[config.mk]
export PLATFORM = sky130hd
export DESIGN_NAME = load_stepped_frequency_governor_unit_flat
export DESIGN_NICKNAME = d
export VERILOG_FILES = /design/src/lsfg_pkg.sv /design/src/lsfg_in_if.sv /design/src/lsfg_out_if.sv /design/src/load_stepped_frequency_governor_unit.sv /design/src/flat_wrapper.sv
export VERILOG_INCLUDE_DIRS = /design/src /design/src/src
export SDC_FILE = /design/constraint.sdc
export NUM_CORES = 2
export LEC_CHECK = 0
export BUFFER_PORTS_ARGS = -buffer_cell sky130_fd_sc_hd__buf_2
export CAP_MARGIN = 25
export CORE_ASPECT_RATIO = 0.5
export CORE_MARGIN = 2
export CORE_UTILIZATION = 30
export CTS_BUF_LIST = sky130_fd_sc_hd__clkbuf_2 sky130_fd_sc_hd__clkbuf_4 sky130_fd_sc_hd__clkbuf_8
export CTS_CLUSTER_SIZE = 10
export DETAILED_ROUTE_END_ITERATION = 8
export HOLD_SLACK_MARGIN = 0.12
export PLACE_DENSITY = 0.45
export SLEW_MARGIN = 10
export SYNTH_ARGS = -nofsm -noshare
export SYNTH_HDL_FRONTEND = slang
export SYNTH_SLANG_ARGS = --single-unit
[constraint.sdc]
create_clock -name i_clk -period 13.65 [get_ports i_clk]
set_input_delay 0 -clock i_clk [delete_from_list [all_inputs] [get_ports i_clk]]
set_output_delay 0 -clock i_clk [all_outputs]
set_load 0.1 [all_outputs]
[src/load_stepped_frequency_governor_unit_assert.svh]
// Assertion macros for the load-stepped frequency governor.
// Included by the top level; needs a clock and an active-low reset name.
`ifndef LOAD_STEPPED_FREQUENCY_GOVERNOR_UNIT_ASSERT_SVH
`define LOAD_STEPPED_FREQUENCY_GOVERNOR_UNIT_ASSERT_SVH

// same-cycle implication
`define LSFG_ASSERT_SAME(label, clk, rst_n, ante, cons, msg) \
    label: assert property (@(posedge clk) disable iff (!rst_n) (ante) |-> (cons)) \
        else $error(msg);

// next-cycle implication
`define LSFG_ASSERT_NEXT(label, clk, rst_n, ante, cons, msg) \
    label: assert property (@(posedge clk) disable iff (!rst_n) (ante) |=> (cons)) \
        else $error(msg);

`endif

[src/lsfg_pkg.sv]
// Shared types and constants of the load-stepped frequency governor.
// No dependencies; used by the channel interfaces and the top level.
package lsfg_pkg;

    localparam int FREQ_W   = 23;
    localparam int CNT_W    = 32;
    localparam int PCT_W    = 7;
    localparam int FACTOR_W = 4;
    localparam int UPWIN_W  = 16;
    localparam int DNWIN_W  = 20;
    localparam int APB_A_W  = 5;
    localparam int APB_D_W  = 32;
    localparam int UPLIM_W  = PCT_W + UPWIN_W;
    localparam int DNLIM_W  = PCT_W + DNWIN_W;

    localparam logic [FREQ_W-1:0] STEP_DOWN_KHZ = 23'd160000;
    localparam logic [FREQ_W-1:0] SLEEP_MAX_KHZ = 23'd320000;
    localparam logic [FREQ_W-1:0] AWAKE_MIN_KHZ = 23'd480000;
    localparam logic [FREQ_W-1:0] MIN_STEP_KHZ  = 23'd5;
    localparam logic [PCT_W-1:0]  FULL_PCT      = 7'd100;

    // floor(x / 5) == (x * DIV5_MUL) >> DIV5_SHIFT for every 23-bit x
    localparam logic [FREQ_W-1:0] DIV5_MUL   = 23'd6710887;
    localparam int                DIV5_SHIFT = 25;

    localparam logic [PCT_W-1:0]    RST_UP_THR  = 7'd50;
    localparam logic [PCT_W-1:0]    RST_DN_THR  = 7'd15;
    localparam logic [FACTOR_W-1:0] RST_FACTOR  = 4'd4;
    localparam logic [UPWIN_W-1:0]  RST_UP_WIN  = 16'd20;
    localparam logic [DNWIN_W-1:0]  RST_DN_WIN  = 20'd80;
    localparam logic [FREQ_W-1:0]   RST_FMAX    = 23'd1000000;
    localparam logic [FREQ_W-1:0]   RST_FMIN    = 23'd245000;

    typedef enum logic [1:0] {
        ACT_SAMPLE = 2'd0,
        ACT_NOTICE = 2'd1,
        ACT_START  = 2'd2,
        ACT_STOP   = 2'd3
    } t_action;

    typedef enum logic [2:0] {
        REG_UP_THR     = 3'd0,
        REG_DN_THR     = 3'd1,
        REG_DN_FACTOR  = 3'd2,
        REG_UP_WIN     = 3'd3,
        REG_DN_WIN     = 3'd4,
        REG_FMAX       = 3'd5,
        REG_FMIN       = 3'd6,
        REG_COUNT_NICE = 3'd7
    } t_reg_idx;

    function automatic logic [PCT_W-1:0] headroom(input logic [PCT_W-1:0] pct);
        logic [PCT_W-1:0] h;
        h = (pct >= FULL_PCT) ? '0 : FULL_PCT - pct;
        return h;
    endfunction

endpackage

[src/lsfg_in_if.sv]
// Input item channel of the load-stepped frequency governor.
// Depends on lsfg_pkg for field types.
interface lsfg_in_if;
    logic                         valid;
    logic                         ready;
    lsfg_pkg::t_action            action;
    logic [lsfg_pkg::CNT_W-1:0]   idle_count;
    logic [lsfg_pkg::CNT_W-1:0]   iowait_count;
    logic [lsfg_pkg::CNT_W-1:0]   nice_count;
    logic                         sleep_mode;
    logic [lsfg_pkg::FREQ_W-1:0]  freq_khz;

    modport source (output valid, action, idle_count, iowait_count, nice_count,
                    sleep_mode, freq_khz, input ready);
    modport sink   (input valid, action, idle_count, iowait_count, nice_count,
                    sleep_mode, freq_khz, output ready);
endinterface

[src/lsfg_out_if.sv]
// Result item channel of the load-stepped frequency governor.
// Depends on lsfg_pkg for field widths.
interface lsfg_out_if;
    logic                         valid;
    logic                         ready;
    logic [lsfg_pkg::FREQ_W-1:0]  target_khz;
    logic                         went_up;

    modport source (output valid, target_khz, went_up, input ready);
    modport sink   (input valid, target_khz, went_up, output ready);
endinterface

[src/load_stepped_frequency_governor_unit.sv]
// Top level of the load-stepped frequency governor: APB registers, input
// register, decision logic and result register.
// Depends on lsfg_pkg, lsfg_in_if, lsfg_out_if and the assertion macro header.
//
// Usage:
//   i_in carries one item per sample tick, frequency notice, start or stop.
//   o_out carries a target frequency and direction for each up or down
//   decision; other items produce no result.
//   The user must write configuration over the APB port only while no item
//   is in flight; the block does not enforce this.
// Path: an accepted item is held in the input register; once it advances,
//   the result register holds the decision.
// Throughput: one item per cycle unless a result waits on low o_out.ready;
//   the decision logic from input to result register is one pass of adds,
//   constant multiplies and compares against limits precomputed from config.
// Reset: i_rst_n is synchronous; it restores default configuration, clears
//   the enable, the idle baselines, the skip count and the request, and
//   empties both registers.
// Stall: while o_out.ready is low and a result waits, the input register
//   holds one more item and i_in.ready drops once that register is full.
`include "load_stepped_frequency_governor_unit_assert.svh"

module load_stepped_frequency_governor_unit (
    input  logic                              i_clk,
    input  logic                              i_rst_n,
    lsfg_in_if.sink                           i_in,
    lsfg_out_if.source                        o_out,
    input  logic                              psel,
    input  logic                              penable,
    input  logic                              pwrite,
    input  logic [lsfg_pkg::APB_A_W-1:0]      paddr,
    input  logic [lsfg_pkg::APB_D_W-1:0]      pwdata,
    output logic [lsfg_pkg::APB_D_W-1:0]      prdata,
    output logic                              pready
);

    // configuration
    logic [lsfg_pkg::PCT_W-1:0]    r_up_thr;
    logic [lsfg_pkg::PCT_W-1:0]    r_dn_thr;
    logic [lsfg_pkg::FACTOR_W-1:0] r_factor;
    logic [lsfg_pkg::UPWIN_W-1:0]  r_up_win;
    logic [lsfg_pkg::DNWIN_W-1:0]  r_dn_win;
    logic [lsfg_pkg::FREQ_W-1:0]   r_fmax;
    logic [lsfg_pkg::FREQ_W-1:0]   r_fmin;
    logic                          r_count_nice;

    // derived from configuration
    logic [lsfg_pkg::UPLIM_W-1:0]  r_up_lim;
    logic [lsfg_pkg::DNLIM_W-1:0]  r_dn_lim;
    logic [lsfg_pkg::FREQ_W-1:0]   r_step_awake;
    logic [lsfg_pkg::FREQ_W-1:0]   r_step_sleep;

    // governor state
    logic                          r_en;
    logic [lsfg_pkg::CNT_W-1:0]    r_last_up;
    logic [lsfg_pkg::CNT_W-1:0]    r_last_dn;
    logic [lsfg_pkg::FACTOR_W-1:0] r_skip;
    logic [lsfg_pkg::FREQ_W-1:0]   r_req;

    // input register
    logic                          r_in_vld;
    lsfg_pkg::t_action             r_in_action;
    logic [lsfg_pkg::CNT_W-1:0]    r_in_idle;
    logic [lsfg_pkg::CNT_W-1:0]    r_in_iow;
    logic [lsfg_pkg::CNT_W-1:0]    r_in_nice;
    logic                          r_in_sleep;
    logic [lsfg_pkg::FREQ_W-1:0]   r_in_freq;

    // result register
    logic                          r_out_vld;
    logic [lsfg_pkg::FREQ_W-1:0]   r_out_target;
    logic                          r_out_up;

    logic                          cfg_wr;
    lsfg_pkg::t_reg_idx            cfg_idx;
    logic                          in_acc;
    logic                          adv;

    logic [2*lsfg_pkg::FREQ_W-1:0] div5_prod;
    logic [lsfg_pkg::FREQ_W-1:0]   div5_q;

    logic [lsfg_pkg::CNT_W-1:0]    total;
    logic [lsfg_pkg::CNT_W-1:0]    delta;
    logic [lsfg_pkg::CNT_W-1:0]    delta2;
    logic [lsfg_pkg::CNT_W+6:0]    delta_x100;
    logic [lsfg_pkg::CNT_W+13:0]   delta_x10000;
    logic [lsfg_pkg::CNT_W+6:0]    delta2_x100;
    logic                          up_hit;
    logic                          dn_hit;
    logic [lsfg_pkg::FACTOR_W-1:0] skip_inc;

    logic [lsfg_pkg::FREQ_W:0]     up_sum;
    logic [lsfg_pkg::FREQ_W-1:0]   up_clamp;
    logic [lsfg_pkg::FREQ_W-1:0]   up_val;
    logic [lsfg_pkg::FREQ_W-1:0]   dn_base;
    logic [lsfg_pkg::FREQ_W-1:0]   dn_clamp;
    logic [lsfg_pkg::FREQ_W-1:0]   dn_val;

    logic                          n_en;
    logic [lsfg_pkg::CNT_W-1:0]    n_last_up;
    logic [lsfg_pkg::CNT_W-1:0]    n_last_dn;
    logic [lsfg_pkg::FACTOR_W-1:0] n_skip;
    logic [lsfg_pkg::FREQ_W-1:0]   n_req;
    logic                          n_emit;
    logic                          n_up;

    // APB
    assign pready  = 1'b1;
    assign cfg_wr  = psel & penable & pwrite;
    assign cfg_idx = lsfg_pkg::t_reg_idx'(paddr[4:2]);

    always_comb begin
        prdata = '0;
        unique case (cfg_idx)
            lsfg_pkg::REG_UP_THR:     prdata = 32'(r_up_thr);
            lsfg_pkg::REG_DN_THR:     prdata = 32'(r_dn_thr);
            lsfg_pkg::REG_DN_FACTOR:  prdata = 32'(r_factor);
            lsfg_pkg::REG_UP_WIN:     prdata = 32'(r_up_win);
            lsfg_pkg::REG_DN_WIN:     prdata = 32'(r_dn_win);
            lsfg_pkg::REG_FMAX:       prdata = 32'(r_fmax);
            lsfg_pkg::REG_FMIN:       prdata = 32'(r_fmin);
            lsfg_pkg::REG_COUNT_NICE: prdata = 32'(r_count_nice);
        endcase
    end

    always_ff @(posedge i_clk) begin
        if (!i_rst_n) begin
            r_up_thr     <= lsfg_pkg::RST_UP_THR;
            r_dn_thr     <= lsfg_pkg::RST_DN_THR;
            r_factor     <= lsfg_pkg::RST_FACTOR;
            r_up_win     <= lsfg_pkg::RST_UP_WIN;
            r_dn_win     <= lsfg_pkg::RST_DN_WIN;
            r_fmax       <= lsfg_pkg::RST_FMAX;
            r_fmin       <= lsfg_pkg::RST_FMIN;
            r_count_nice <= 1'b1;
        end else if (cfg_wr) begin
            unique case (cfg_idx)
                lsfg_pkg::REG_UP_THR:     r_up_thr     <= pwdata[lsfg_pkg::PCT_W-1:0];
                lsfg_pkg::REG_DN_THR:     r_dn_thr     <= pwdata[lsfg_pkg::PCT_W-1:0];
                lsfg_pkg::REG_DN_FACTOR:  r_factor     <= pwdata[lsfg_pkg::FACTOR_W-1:0];
                lsfg_pkg::REG_UP_WIN:     r_up_win     <= pwdata[lsfg_pkg::UPWIN_W-1:0];
                lsfg_pkg::REG_DN_WIN:     r_dn_win     <= pwdata[lsfg_pkg::DNWIN_W-1:0];
                lsfg_pkg::REG_FMAX:       r_fmax       <= pwdata[lsfg_pkg::FREQ_W-1:0];
                lsfg_pkg::REG_FMIN:       r_fmin       <= pwdata[lsfg_pkg::FREQ_W-1:0];
                lsfg_pkg::REG_COUNT_NICE: r_count_nice <= pwdata[0];
            endcase
        end
    end

    // limits and up steps, refreshed every cycle from configuration
    assign div5_prod = (2*lsfg_pkg::FREQ_W)'(r_fmax)
                       * (2*lsfg_pkg::FREQ_W)'(lsfg_pkg::DIV5_MUL);
    assign div5_q    = lsfg_pkg::FREQ_W'(
                           div5_prod[2*lsfg_pkg::FREQ_W-1:lsfg_pkg::DIV5_SHIFT]);

    always_ff @(posedge i_clk) begin
        r_up_lim     <= lsfg_pkg::UPLIM_W'(lsfg_pkg::headroom(r_up_thr))
                        * lsfg_pkg::UPLIM_W'(r_up_win);
        r_dn_lim     <= lsfg_pkg::DNLIM_W'(lsfg_pkg::headroom(r_dn_thr))
                        * lsfg_pkg::DNLIM_W'(r_dn_win);
        r_step_awake <= (r_fmax == '0) ? lsfg_pkg::MIN_STEP_KHZ : r_fmax;
        r_step_sleep <= (div5_q == '0) ? lsfg_pkg::MIN_STEP_KHZ : div5_q;
    end

    // handshake
    assign adv        = r_in_vld & (~r_out_vld | o_out.ready);
    assign i_in.ready = ~r_in_vld | adv;
    assign in_acc     = i_in.valid & i_in.ready;

    assign o_out.valid      = r_out_vld;
    assign o_out.target_khz = r_out_target;
    assign o_out.went_up    = r_out_up;

    // idle arithmetic
    assign total  = r_in_idle + r_in_iow + (r_count_nice ? r_in_nice : '0);
    assign delta  = total - r_last_up;
    assign delta2 = total - r_last_dn;

    assign delta_x100   = (lsfg_pkg::CNT_W+7)'(delta) * (lsfg_pkg::CNT_W+7)'(100);
    assign delta_x10000 = (lsfg_pkg::CNT_W+14)'(delta) * (lsfg_pkg::CNT_W+14)'(10000);
    assign delta2_x100  = (lsfg_pkg::CNT_W+7)'(delta2) * (lsfg_pkg::CNT_W+7)'(100);

    assign up_hit   = delta_x100 < (lsfg_pkg::CNT_W+7)'(r_up_lim);
    // min(delta * 100, delta2) * 100 > lim <=> delta_x10000, delta2_x100 > lim
    assign dn_hit   = (delta_x10000 > (lsfg_pkg::CNT_W+14)'(r_dn_lim)) &&
                      (delta2_x100 > (lsfg_pkg::CNT_W+7)'(r_dn_lim));
    assign skip_inc = r_skip + 1'b1;

    // up target
    always_comb begin
        up_sum   = {1'b0, r_req} + {1'b0, (r_in_sleep ? r_step_sleep : r_step_awake)};
        up_clamp = (up_sum > {1'b0, r_fmax}) ? r_fmax : up_sum[lsfg_pkg::FREQ_W-1:0];
        if (r_in_sleep) begin
            up_val = (up_clamp > lsfg_pkg::SLEEP_MAX_KHZ) ? lsfg_pkg::SLEEP_MAX_KHZ : up_clamp;
        end else begin
            up_val = (up_clamp < lsfg_pkg::AWAKE_MIN_KHZ) ? lsfg_pkg::AWAKE_MIN_KHZ : up_clamp;
        end
    end

    // down target
    always_comb begin
        dn_base  = (r_req < lsfg_pkg::STEP_DOWN_KHZ) ? r_fmin
                                                     : r_req - lsfg_pkg::STEP_DOWN_KHZ;
        dn_clamp = (dn_base < r_fmin) ? r_fmin : dn_base;
        if (r_in_sleep) begin
            dn_val = (dn_clamp > lsfg_pkg::SLEEP_MAX_KHZ) ? lsfg_pkg::SLEEP_MAX_KHZ : dn_clamp;
        end else begin
            dn_val = (dn_clamp < lsfg_pkg::AWAKE_MIN_KHZ) ? lsfg_pkg::AWAKE_MIN_KHZ : dn_clamp;
        end
    end

    // decision
    always_comb begin
        n_en      = r_en;
        n_last_up = r_last_up;
        n_last_dn = r_last_dn;
        n_skip    = r_skip;
        n_req     = r_req;
        n_emit    = 1'b0;
        n_up      = 1'b0;
        if (adv) begin
            case (r_in_action)
                lsfg_pkg::ACT_START: begin
                    if (!r_en && r_in_freq != '0) begin
                        n_en      = 1'b1;
                        n_last_up = total;
                        n_last_dn = total;
                        n_skip    = '0;
                        n_req     = r_in_freq;
                    end
                end
                lsfg_pkg::ACT_STOP: begin
                    n_en = 1'b0;
                end
                lsfg_pkg::ACT_NOTICE: begin
                    if (r_en) begin
                        n_req = r_in_freq;
                    end
                end
                default: begin
                    if (r_en) begin
                        n_last_up = total;
                        if (up_hit) begin
                            n_skip    = '0;
                            n_last_dn = total;
                            if (r_req != r_fmax || r_in_sleep) begin
                                n_req  = up_val;
                                n_emit = 1'b1;
                                n_up   = 1'b1;
                            end
                        end else if (skip_inc < r_factor) begin
                            n_skip = skip_inc;
                        end else begin
                            n_skip    = '0;
                            n_last_dn = total;
                            if (dn_hit && !(r_req == r_fmin && r_in_sleep)) begin
                                n_req  = dn_val;
                                n_emit = 1'b1;
                            end
                        end
                    end
                end
            endcase
        end
    end

    // state, input register, result register
    always_ff @(posedge i_clk) begin
        if (!i_rst_n) begin
            r_en      <= 1'b0;
            r_last_up <= '0;
            r_last_dn <= '0;
            r_skip    <= '0;
            r_req     <= '0;
            r_in_vld  <= 1'b0;
            r_out_vld <= 1'b0;
        end else begin
            r_en      <= n_en;
            r_last_up <= n_last_up;
            r_last_dn <= n_last_dn;
            r_skip    <= n_skip;
            r_req     <= n_req;
            if (in_acc) begin
                r_in_vld <= 1'b1;
            end else if (adv) begin
                r_in_vld <= 1'b0;
            end
            if (adv) begin
                r_out_vld <= n_emit;
            end else if (o_out.ready) begin
                r_out_vld <= 1'b0;
            end
        end
    end

    always_ff @(posedge i_clk) begin
        if (in_acc) begin
            r_in_action <= i_in.action;
            r_in_idle   <= i_in.idle_count;
            r_in_iow    <= i_in.iowait_count;
            r_in_nice   <= i_in.nice_count;
            r_in_sleep  <= i_in.sleep_mode;
            r_in_freq   <= i_in.freq_khz;
        end
        if (adv && n_emit) begin
            r_out_target <= n_req;
            r_out_up     <= n_up;
        end
    end

    `LSFG_ASSERT_NEXT(a_item_held, i_clk, i_rst_n, r_in_vld && !adv, r_in_vld,
        "pending item dropped from input register")
    `LSFG_ASSERT_SAME(a_emit_sample, i_clk, i_rst_n, n_emit,
        adv && r_en && r_in_action == lsfg_pkg::ACT_SAMPLE,
        "result raised by an item other than an enabled sample")
    `LSFG_ASSERT_NEXT(a_start_arms, i_clk, i_rst_n,
        adv && !r_en && r_in_action == lsfg_pkg::ACT_START && r_in_freq != '0,
        r_en && r_skip == '0 && r_req == $past(r_in_freq),
        "start did not arm the governor")
    `LSFG_ASSERT_SAME(a_sleep_cap, i_clk, i_rst_n, adv && n_emit && r_in_sleep,
        n_req <= lsfg_pkg::SLEEP_MAX_KHZ,
        "sleep target above sleep cap")

endmodule

[src/flat_wrapper.sv]
// flat-port wrapper written by rule: the top's interface ports become plain ports
module load_stepped_frequency_governor_unit_flat 
  (i_clk, i_rst_n, psel, penable, pwrite, paddr, pwdata, prdata, pready, i_in_valid, i_in_action, i_in_idle_count, i_in_iowait_count, i_in_nice_count, i_in_sleep_mode, i_in_freq_khz, i_in_ready, o_out_valid, o_out_target_khz, o_out_went_up, o_out_ready);
  lsfg_in_if i_in_i ();
  lsfg_out_if o_out_i ();
  input  logic i_clk;
  input  logic i_rst_n;
  input  logic psel;
  input  logic penable;
  input  logic pwrite;
  input  logic [lsfg_pkg::APB_A_W-1:0] paddr;
  input  logic [lsfg_pkg::APB_D_W-1:0] pwdata;
  output logic [lsfg_pkg::APB_D_W-1:0] prdata;
  output logic pready;
  input wire logic [$bits(i_in_i.valid)-1:0] i_in_valid;
  input wire logic [$bits(i_in_i.action)-1:0] i_in_action;
  input wire logic [$bits(i_in_i.idle_count)-1:0] i_in_idle_count;
  input wire logic [$bits(i_in_i.iowait_count)-1:0] i_in_iowait_count;
  input wire logic [$bits(i_in_i.nice_count)-1:0] i_in_nice_count;
  input wire logic [$bits(i_in_i.sleep_mode)-1:0] i_in_sleep_mode;
  input wire logic [$bits(i_in_i.freq_khz)-1:0] i_in_freq_khz;
  output wire logic [$bits(i_in_i.ready)-1:0] i_in_ready;
  output wire logic [$bits(o_out_i.valid)-1:0] o_out_valid;
  output wire logic [$bits(o_out_i.target_khz)-1:0] o_out_target_khz;
  output wire logic [$bits(o_out_i.went_up)-1:0] o_out_went_up;
  input wire logic [$bits(o_out_i.ready)-1:0] o_out_ready;
  assign i_in_i.valid = i_in_valid;
  assign i_in_i.action = i_in_action;
  assign i_in_i.idle_count = i_in_idle_count;
  assign i_in_i.iowait_count = i_in_iowait_count;
  assign i_in_i.nice_count = i_in_nice_count;
  assign i_in_i.sleep_mode = i_in_sleep_mode;
  assign i_in_i.freq_khz = i_in_freq_khz;
  assign i_in_ready = i_in_i.ready;
  assign o_out_valid = o_out_i.valid;
  assign o_out_target_khz = o_out_i.target_khz;
  assign o_out_went_up = o_out_i.went_up;
  assign o_out_i.ready = o_out_ready;
  load_stepped_frequency_governor_unit u_core (.i_clk(i_clk), .i_rst_n(i_rst_n), .i_in(i_in_i), .o_out(o_out_i), .psel(psel), .penable(penable), .pwrite(pwrite), .paddr(paddr), .pwdata(pwdata), .prdata(prdata), .pready(pready));
endmodule
Word level (Yosys, flattened, before mapping)
Index checks and enable logic that the tools add are counted.

Register bits: 435. Latch bits: 0. Bits in writable memories: 0. Bits in read-only memories: 0. Input bits: 166. Output and inout bits: 59. Word-level logic and storage cells: 159. Memories: 0.

$add $sub $neg: 9. $mul: 6. Divide/modulo/power cells: 0. Order comparisons: 13. Equality and inequality tests: 14. Shifts and indexed selects: 0. Multiplexer cells: 48. Bitwise logic cells: 12. Reductions and logical operators: 30.

Operator list (number): 23-bit 2-to-1 mux (18); 32-bit case mux with 8 select lines (1); 32-bit 2-to-1 mux (6); 32-bit case mux with 2 select lines (2); 32-bit by 5-bit multiplier with 37-bit output, second input constant (2); 23-bit case mux with 3 select lines (1); 32-bit adder (2); 32-bit subtractor (2); 23-bit by 19-bit greater-than comparator with 1-bit output, second input constant (2); 46-bit by 27-bit greater-than comparator with 1-bit output (1); 23-bit zero test (2); 23-bit by 19-bit < comparator with 1-bit output, second input constant (2); 23-bit by 23-bit multiplier with 46-bit output, second input constant (1); 32-bit by 10-bit multiplier with 42-bit output, second input constant (1); 39-bit by 27-bit greater-than comparator with 1-bit output (1); 39-bit by 23-bit < comparator with 1-bit output (1); 7-bit by 20-bit multiplier with 27-bit output (1); 23-bit by 23-bit adder with 24-bit output (1); 24-bit by 23-bit greater-than comparator with 1-bit output (1); 23-bit equality test (1); 23-bit by 18-bit < comparator with 1-bit output, second input constant (1); 23-bit < comparator (1); 7-bit by 16-bit multiplier with 23-bit output (1); 23-bit != test (1); other kinds (33) (79).

Logic depth before layout (Yosys ltp)
Depth in word-level cells: 14. Mapped depth: 50. Mapped depth without buffers: 48.

Worst setup path after synthesis
Ideal clock, no wire load.

Path type: reg2reg. From: register u_core.r_count_nice. To: register u_core.r_out_target, in the netlist u_core.o_out.target_khz[0], enable pin. Setup time: 425 ps. Arrival time: 10644 ps. Data required time: 13225 ps. Slack: 2581 ps. Stages on the path, launching flop included: 45. Buffers on the path: 2. Clock period less this slack: 11069 ps. Path through: dfxtp_1 clkbuf_1 and2_1 fa_1 ha_1 inv_1 fa_1 nor2b_1 o31ai_1 a21oi_1 a21oi_1 xnor2_1 ha_1 a21oi_1 o21ai_0 a2111oi_0 o21bai_1 xor2_1 (+9 left out) ha_1 clkbuf_1 and3_1 o311a_1 nor3b_2 o21ai_0 xor2_1 ha_1 nand2_1 or3_1 o211a_1 a2111oi_2 o2111ai_1 nor4_1 o211ai_1 nor3_4 nand4b_1 nand2_1.

Longest elaborated chain between the ends: 14. Elaborated cells between the ends (all ways): 19. Those cells by class: 3 x add/sub; 3 x mul; 3 x order compare; 7 x mux; 3 x reduce/logical.

Ends and longest elaborated chain: from (decl) (line load_stepped_frequency_governor_unit.sv:45) `logic r_count_nice;`; from (signal assigned) (line load_stepped_frequency_governor_unit.sv:145) `lsfg_pkg::REG_COUNT_NICE: r_count_nice <= pwdata[0];`; 32-bit 2-to-1 mux * (line load_stepped_frequency_governor_unit.sv:175) `assign total = r_in_idle + r_in_iow + (r_count_nice ? r_in_nice : '0);`; 32-bit adder * (line load_stepped_frequency_governor_unit.sv:175); via u_core.total (one bit) (line load_stepped_frequency_governor_unit.sv:82) `logic [lsfg_pkg::CNT_W-1:0] total;`; 32-bit subtractor (on tied branches) (line load_stepped_frequency_governor_unit.sv:176, load_stepped_frequency_governor_unit.sv:177); 32-bit by 10-bit multiplier with 42-bit output or 32-bit by 5-bit multiplier with 37-bit output (tied branches) (line load_stepped_frequency_governor_unit.sv:180, load_stepped_frequency_governor_unit.sv:181); 46-bit by 27-bit greater-than comparator with 1-bit output or 39-bit by 27-bit greater-than comparator with 1-bit output (tied branches) (line load_stepped_frequency_governor_unit.sv:185, load_stepped_frequency_governor_unit.sv:186); 1-bit logical AND (line load_stepped_frequency_governor_unit.sv:185) `assign dn_hit = (delta_x10000 > (lsfg_pkg::CNT_W+14)'(r_dn_lim)) &&`; 1-bit logical AND (line load_stepped_frequency_governor_unit.sv:256) `if (dn_hit && !(r_req == r_fmin && r_in_sleep)) begin`; 1-bit 2-to-1 mux (line load_stepped_frequency_governor_unit.sv:256); 1-bit 2-to-1 mux (line load_stepped_frequency_governor_unit.sv:251) `end else if (skip_inc < r_factor) begin`; 1-bit 2-to-1 mux * (line load_stepped_frequency_governor_unit.sv:243) `if (up_hit) begin`; 1-bit 2-to-1 mux * (line load_stepped_frequency_governor_unit.sv:241) `if (r_en) begin`; 1-bit 2-to-1 mux * (line load_stepped_frequency_governor_unit.sv:222) `case (r_in_action)`; 1-bit 2-to-1 mux * (line load_stepped_frequency_governor_unit.sv:221) `if (adv) begin`; 1-bit logical AND * (line load_stepped_frequency_governor_unit.sv:305) `if (adv && n_emit) begin`; to (signal assigned) (line load_stepped_frequency_governor_unit.sv:306) `r_out_target <= n_req;`; to (decl) (line load_stepped_frequency_governor_unit.sv:71) `logic [lsfg_pkg::FREQ_W-1:0] r_out_target;`.

The timed path passes the listed nets; every way through them passes the cells marked *. A chain may end at the register's enable or synchronous reset.

Worst setup path after layout
From: register u_core.r_count_nice. To: register u_core.r_req[8] (netlist bit).

Longest elaborated chain between the ends: 13. Elaborated cells between the ends (all ways): 18. Those cells by class: 3 x add/sub; 3 x mul; 3 x order compare; 7 x mux; 2 x reduce/logical.

Ends and longest elaborated chain: 32-bit 2-to-1 mux * (line load_stepped_frequency_governor_unit.sv:175); 32-bit adder * (line load_stepped_frequency_governor_unit.sv:175); via u_core.total (one bit) (line load_stepped_frequency_governor_unit.sv:82); 32-bit subtractor (on tied branches) (line load_stepped_frequency_governor_unit.sv:176, load_stepped_frequency_governor_unit.sv:177); 32-bit by 10-bit multiplier with 42-bit output or 32-bit by 5-bit multiplier with 37-bit output (tied branches) (line load_stepped_frequency_governor_unit.sv:180, load_stepped_frequency_governor_unit.sv:181); 46-bit by 27-bit greater-than comparator with 1-bit output or 39-bit by 27-bit greater-than comparator with 1-bit output (tied branches) (line load_stepped_frequency_governor_unit.sv:185, load_stepped_frequency_governor_unit.sv:186); 1-bit logical AND (line load_stepped_frequency_governor_unit.sv:185); 1-bit logical AND (line load_stepped_frequency_governor_unit.sv:256); 23-bit 2-to-1 mux (line load_stepped_frequency_governor_unit.sv:256); 23-bit 2-to-1 mux (line load_stepped_frequency_governor_unit.sv:251); 23-bit 2-to-1 mux * (line load_stepped_frequency_governor_unit.sv:243); 23-bit 2-to-1 mux * (line load_stepped_frequency_governor_unit.sv:241); 23-bit case mux with 3 select lines * (line load_stepped_frequency_governor_unit.sv:222); 23-bit 2-to-1 mux * (line load_stepped_frequency_governor_unit.sv:221); to (signal assigned) (line load_stepped_frequency_governor_unit.sv:282) `r_req <= n_req;`; to (decl) (line load_stepped_frequency_governor_unit.sv:58) `logic [lsfg_pkg::FREQ_W-1:0] r_req;`.

Marks and branches as above.

==> flow_summary.ini <==
[worst_setup_path]
path_class = register to register
cp_top_family = compound AO/OA/AOI/OAI gates
critPathBufInv = 5
critical_path.endpoint_type = register
slowest_delay_ns = 0.53
path_common_cell = ha_1
startpoint_type = register
slowest_stage = fa_1
required_ns = 14.31
crit_fanout = 28
cp_data_arrival_time_ns = 13.24

[drt]
routed-via-count = 47160
viasPerCell = 4.893
wl_per_cell_microns = 18.52
first_iter_violations = 2558
ant_nets = 0
drc = 0
firstDrtPassIters = 6
wirelength_microns = 178400

[yosys]
ys.flop_type = dfxtp_1
synth_compound_area_frac = 0.1493
synth_xor_area_frac = 0.04606
syn-cell-area_sq_um = 57050
synth_warnings = 0
synth_cell_types = 103
synth-edff-count = 146
avgSynthCellArea_sq_um = 8.695
synth-seq-cells = 435
yosysSeqAreaShare = 0.1783
synth_simple_gate_area_frac = 0.1409
synth.area.mux_share = 0.02158
synth_fa_ha_area_frac = 0.3744
syn_inst = 6561
async_reset_ff_frac = 0
synth_top_family_by_area = adder cells

[grt]
antenna_found_initial = 6
grt_pass1_vias = 47500
grt.overflow.total = 0
grt_pass1_wl_microns = 279300
grt_start_max_net_pins = 73
grt_usage = 0.1838

[die]
die_w_microns = 620.7
pin_count = 225
die_area_sq_um = 193900
die_h_microns = 312.4
core_area_sq_um = 189500
start_util = 0.3011
placementRows = 113

[run]
cap_violations = 0

[cts]
tritoncts = yes
cts_sinks = 435
clk_latency_ns = 0.79
cts_buffers = 77
root_buffer = clkbuf_8
clock_path_buffers = 3
h-tree-depth = 3
clkTransAtPathRegs_ns = 0.08

[sta]
layout_min_cycle_time_ns = 12.57
tns_ns = 0
report.final.hold_viol_count = 0
finClkSkew_ns = 0.07956
finalWorstSetupSlack_ns = 1.079
finalSetupViolCount = 0
fin_crit_sh = 0.9210
slew_headroom = 0.3355
rsz0062_at_grt = false
fmax_mhz = 79.55
tightestPinTransition_ns = 0.9828
drv_slew = 0

[finish]
nets = 8598
layout.area.seq_sq_um = 10170
area_growth_syn_to_layout_pct = 15.74
final_common_cell = inv_1
n_fill_cell = 19870
layout_common_cells = 1114 x inv_1, 864 x ha_1, 652 x nand2_1
drive_gt1_frac = 0.07744
multi_input_area_sq_um = 41890

[status]
status = finished clean

[placement]
place_ws_ns = 0.2994
place.gp.congestion = 0.8947
port_buffers = 203
post-dp-hpwl_microns = 142000

[hold_path]
hold_class = primary input to register
-- worst min-delay path, delay by kind of cell --
family                 cells  cell delay [ns]
AND/OR/NAND/NOR            3             0.49
buffers and inverters      2             0.37
AO/OA/AOI/OAI              1             0.05
-- state kept, by name, indices dropped and copies added, names as in the netlist, 7 cells and up --
register                 flops
u_core.r_in_idle            32
u_core.r_in_iow             32
u_core.r_in_nice            32
u_core.r_last_dn            32
u_core.r_last_up            32
u_core.r_dn_lim             27
u_core.o_out.target_khz     23
u_core.r_fmax               23
u_core.r_fmin               23
u_core.r_in_freq            23
u_core.r_req                23
u_core.r_step_awake         23
u_core.r_up_lim             23
u_core.r_step_sleep         21
u_core.r_dn_win             20
u_core.r_up_win             16
u_core.r_dn_thr              7
u_core.r_up_thr              7
-- cell usage after synthesis, drive strengths merged, types with 92 or more instances --
cell / count / area share
and2: 134 / 0.015
nor3: 94 / 0.0085
xor2: 99 / 0.015
edfxtp: 146 / 0.077
dfxtp: 289 / 0.10
a21o: 103 / 0.014
fa: 527 / 0.18
inv: 1115 / 0.073
nand2: 653 / 0.043
xnor2: 201 / 0.031
nor2: 339 / 0.022
a21oi: 402 / 0.035
nand3: 92 / 0.0081
clkbuf: 158 / 0.010
o21ai: 221 / 0.019
ha: 864 / 0.19
-- per-stage QoR --
| stage | std cells | area, sq um | utilization | hold WS [ns] |
|---|---|---|---|---|
| global route | 9636 | 66020 | 0.3485 | 0.1560 |
| CTS | 9628 | 65960 | 0.3482 | 0.1243 |
| global placement | 9173 | 61110 | 0.3226 | 0.1768 |
| floorplan | 6569 | 57080 | - | 0.09887 |
| detailed placement | 9176 | 61130 | 0.3227 | 0.1781 |
| finish | 9638 | 66030 | 0.3485 | 0.1911 |
-- cell families (layout without fill, tap and decap cells) --
group | Yosys count | after routing
adder cells (fa/ha/maj) | 1391 | 1391
AND/OR/NAND/NOR | 1686 | 1686
multiplexers | 118 | 118
AO/OA/AOI/OAI | 1292 | 1292
other | 2 | 16
XOR/XNOR | 300 | 300
buffers and inverters | 1337 | 1870
flip-flops | 435 | 435
-- routing by layer --
layer  up-vias  global-route usage  share of wire
met5         -                   0              0
met4         0             0.05015          0.026
met3       233             0.01964          0.040
met2       946              0.2988           0.45
met1     22870              0.2583           0.48
li1      23120                   -              -
-- worst paths after layout --
check | start | slack, ns | to | cells after the start
worst max-delay path | u_core.r_count_nice$_SDFFE_PN1P_ | 1.08 | u_core.r_req[8]$_SDFF_PN0_ | 45
worst min-delay path | paddr[3] | 0.19 | u_core.r_up_win[5]$_SDFFE_PN0P_ | 6
worst max register to register | u_core.r_count_nice$_SDFFE_PN1P_ | 1.08 | u_core.r_req[8]$_SDFF_PN0_ | 45
worst min register to register | u_core.r_last_up[20]$_SDFFE_PN0P_ | 0.46 | u_core.r_last_up[20]$_SDFFE_PN0P_ | 2
-- final cells by class --
| cell class | instances | area share |
|---|---|---|
| Multi-Input combinational cell | 4797 | 0.6345 |
| Sequential cell | 435 | 0.1540 |
| Timing Repair Buffer | 614 | 0.07394 |
| Inverter | 1116 | 0.06352 |
| Tap cell | 2530 | 0.04794 |
| Clock buffer | 107 | 0.02031 |
| Clock inverter | 33 | 0.005533 |
| Antenna cell | 6 | 0.0002274 |
-- repair_timing --
action / in CTS / in global routing
setup buffers: 0 / 3
hold endpoints to repair: 317 / 0
setup endpoints to repair: 0 / 71
gates resized for setup: 0 / 4
hold buffers: 312 / 0
Power is not shown: default switching activity piles up to over one toggle a cycle in this logic, so the estimate is an artifact.
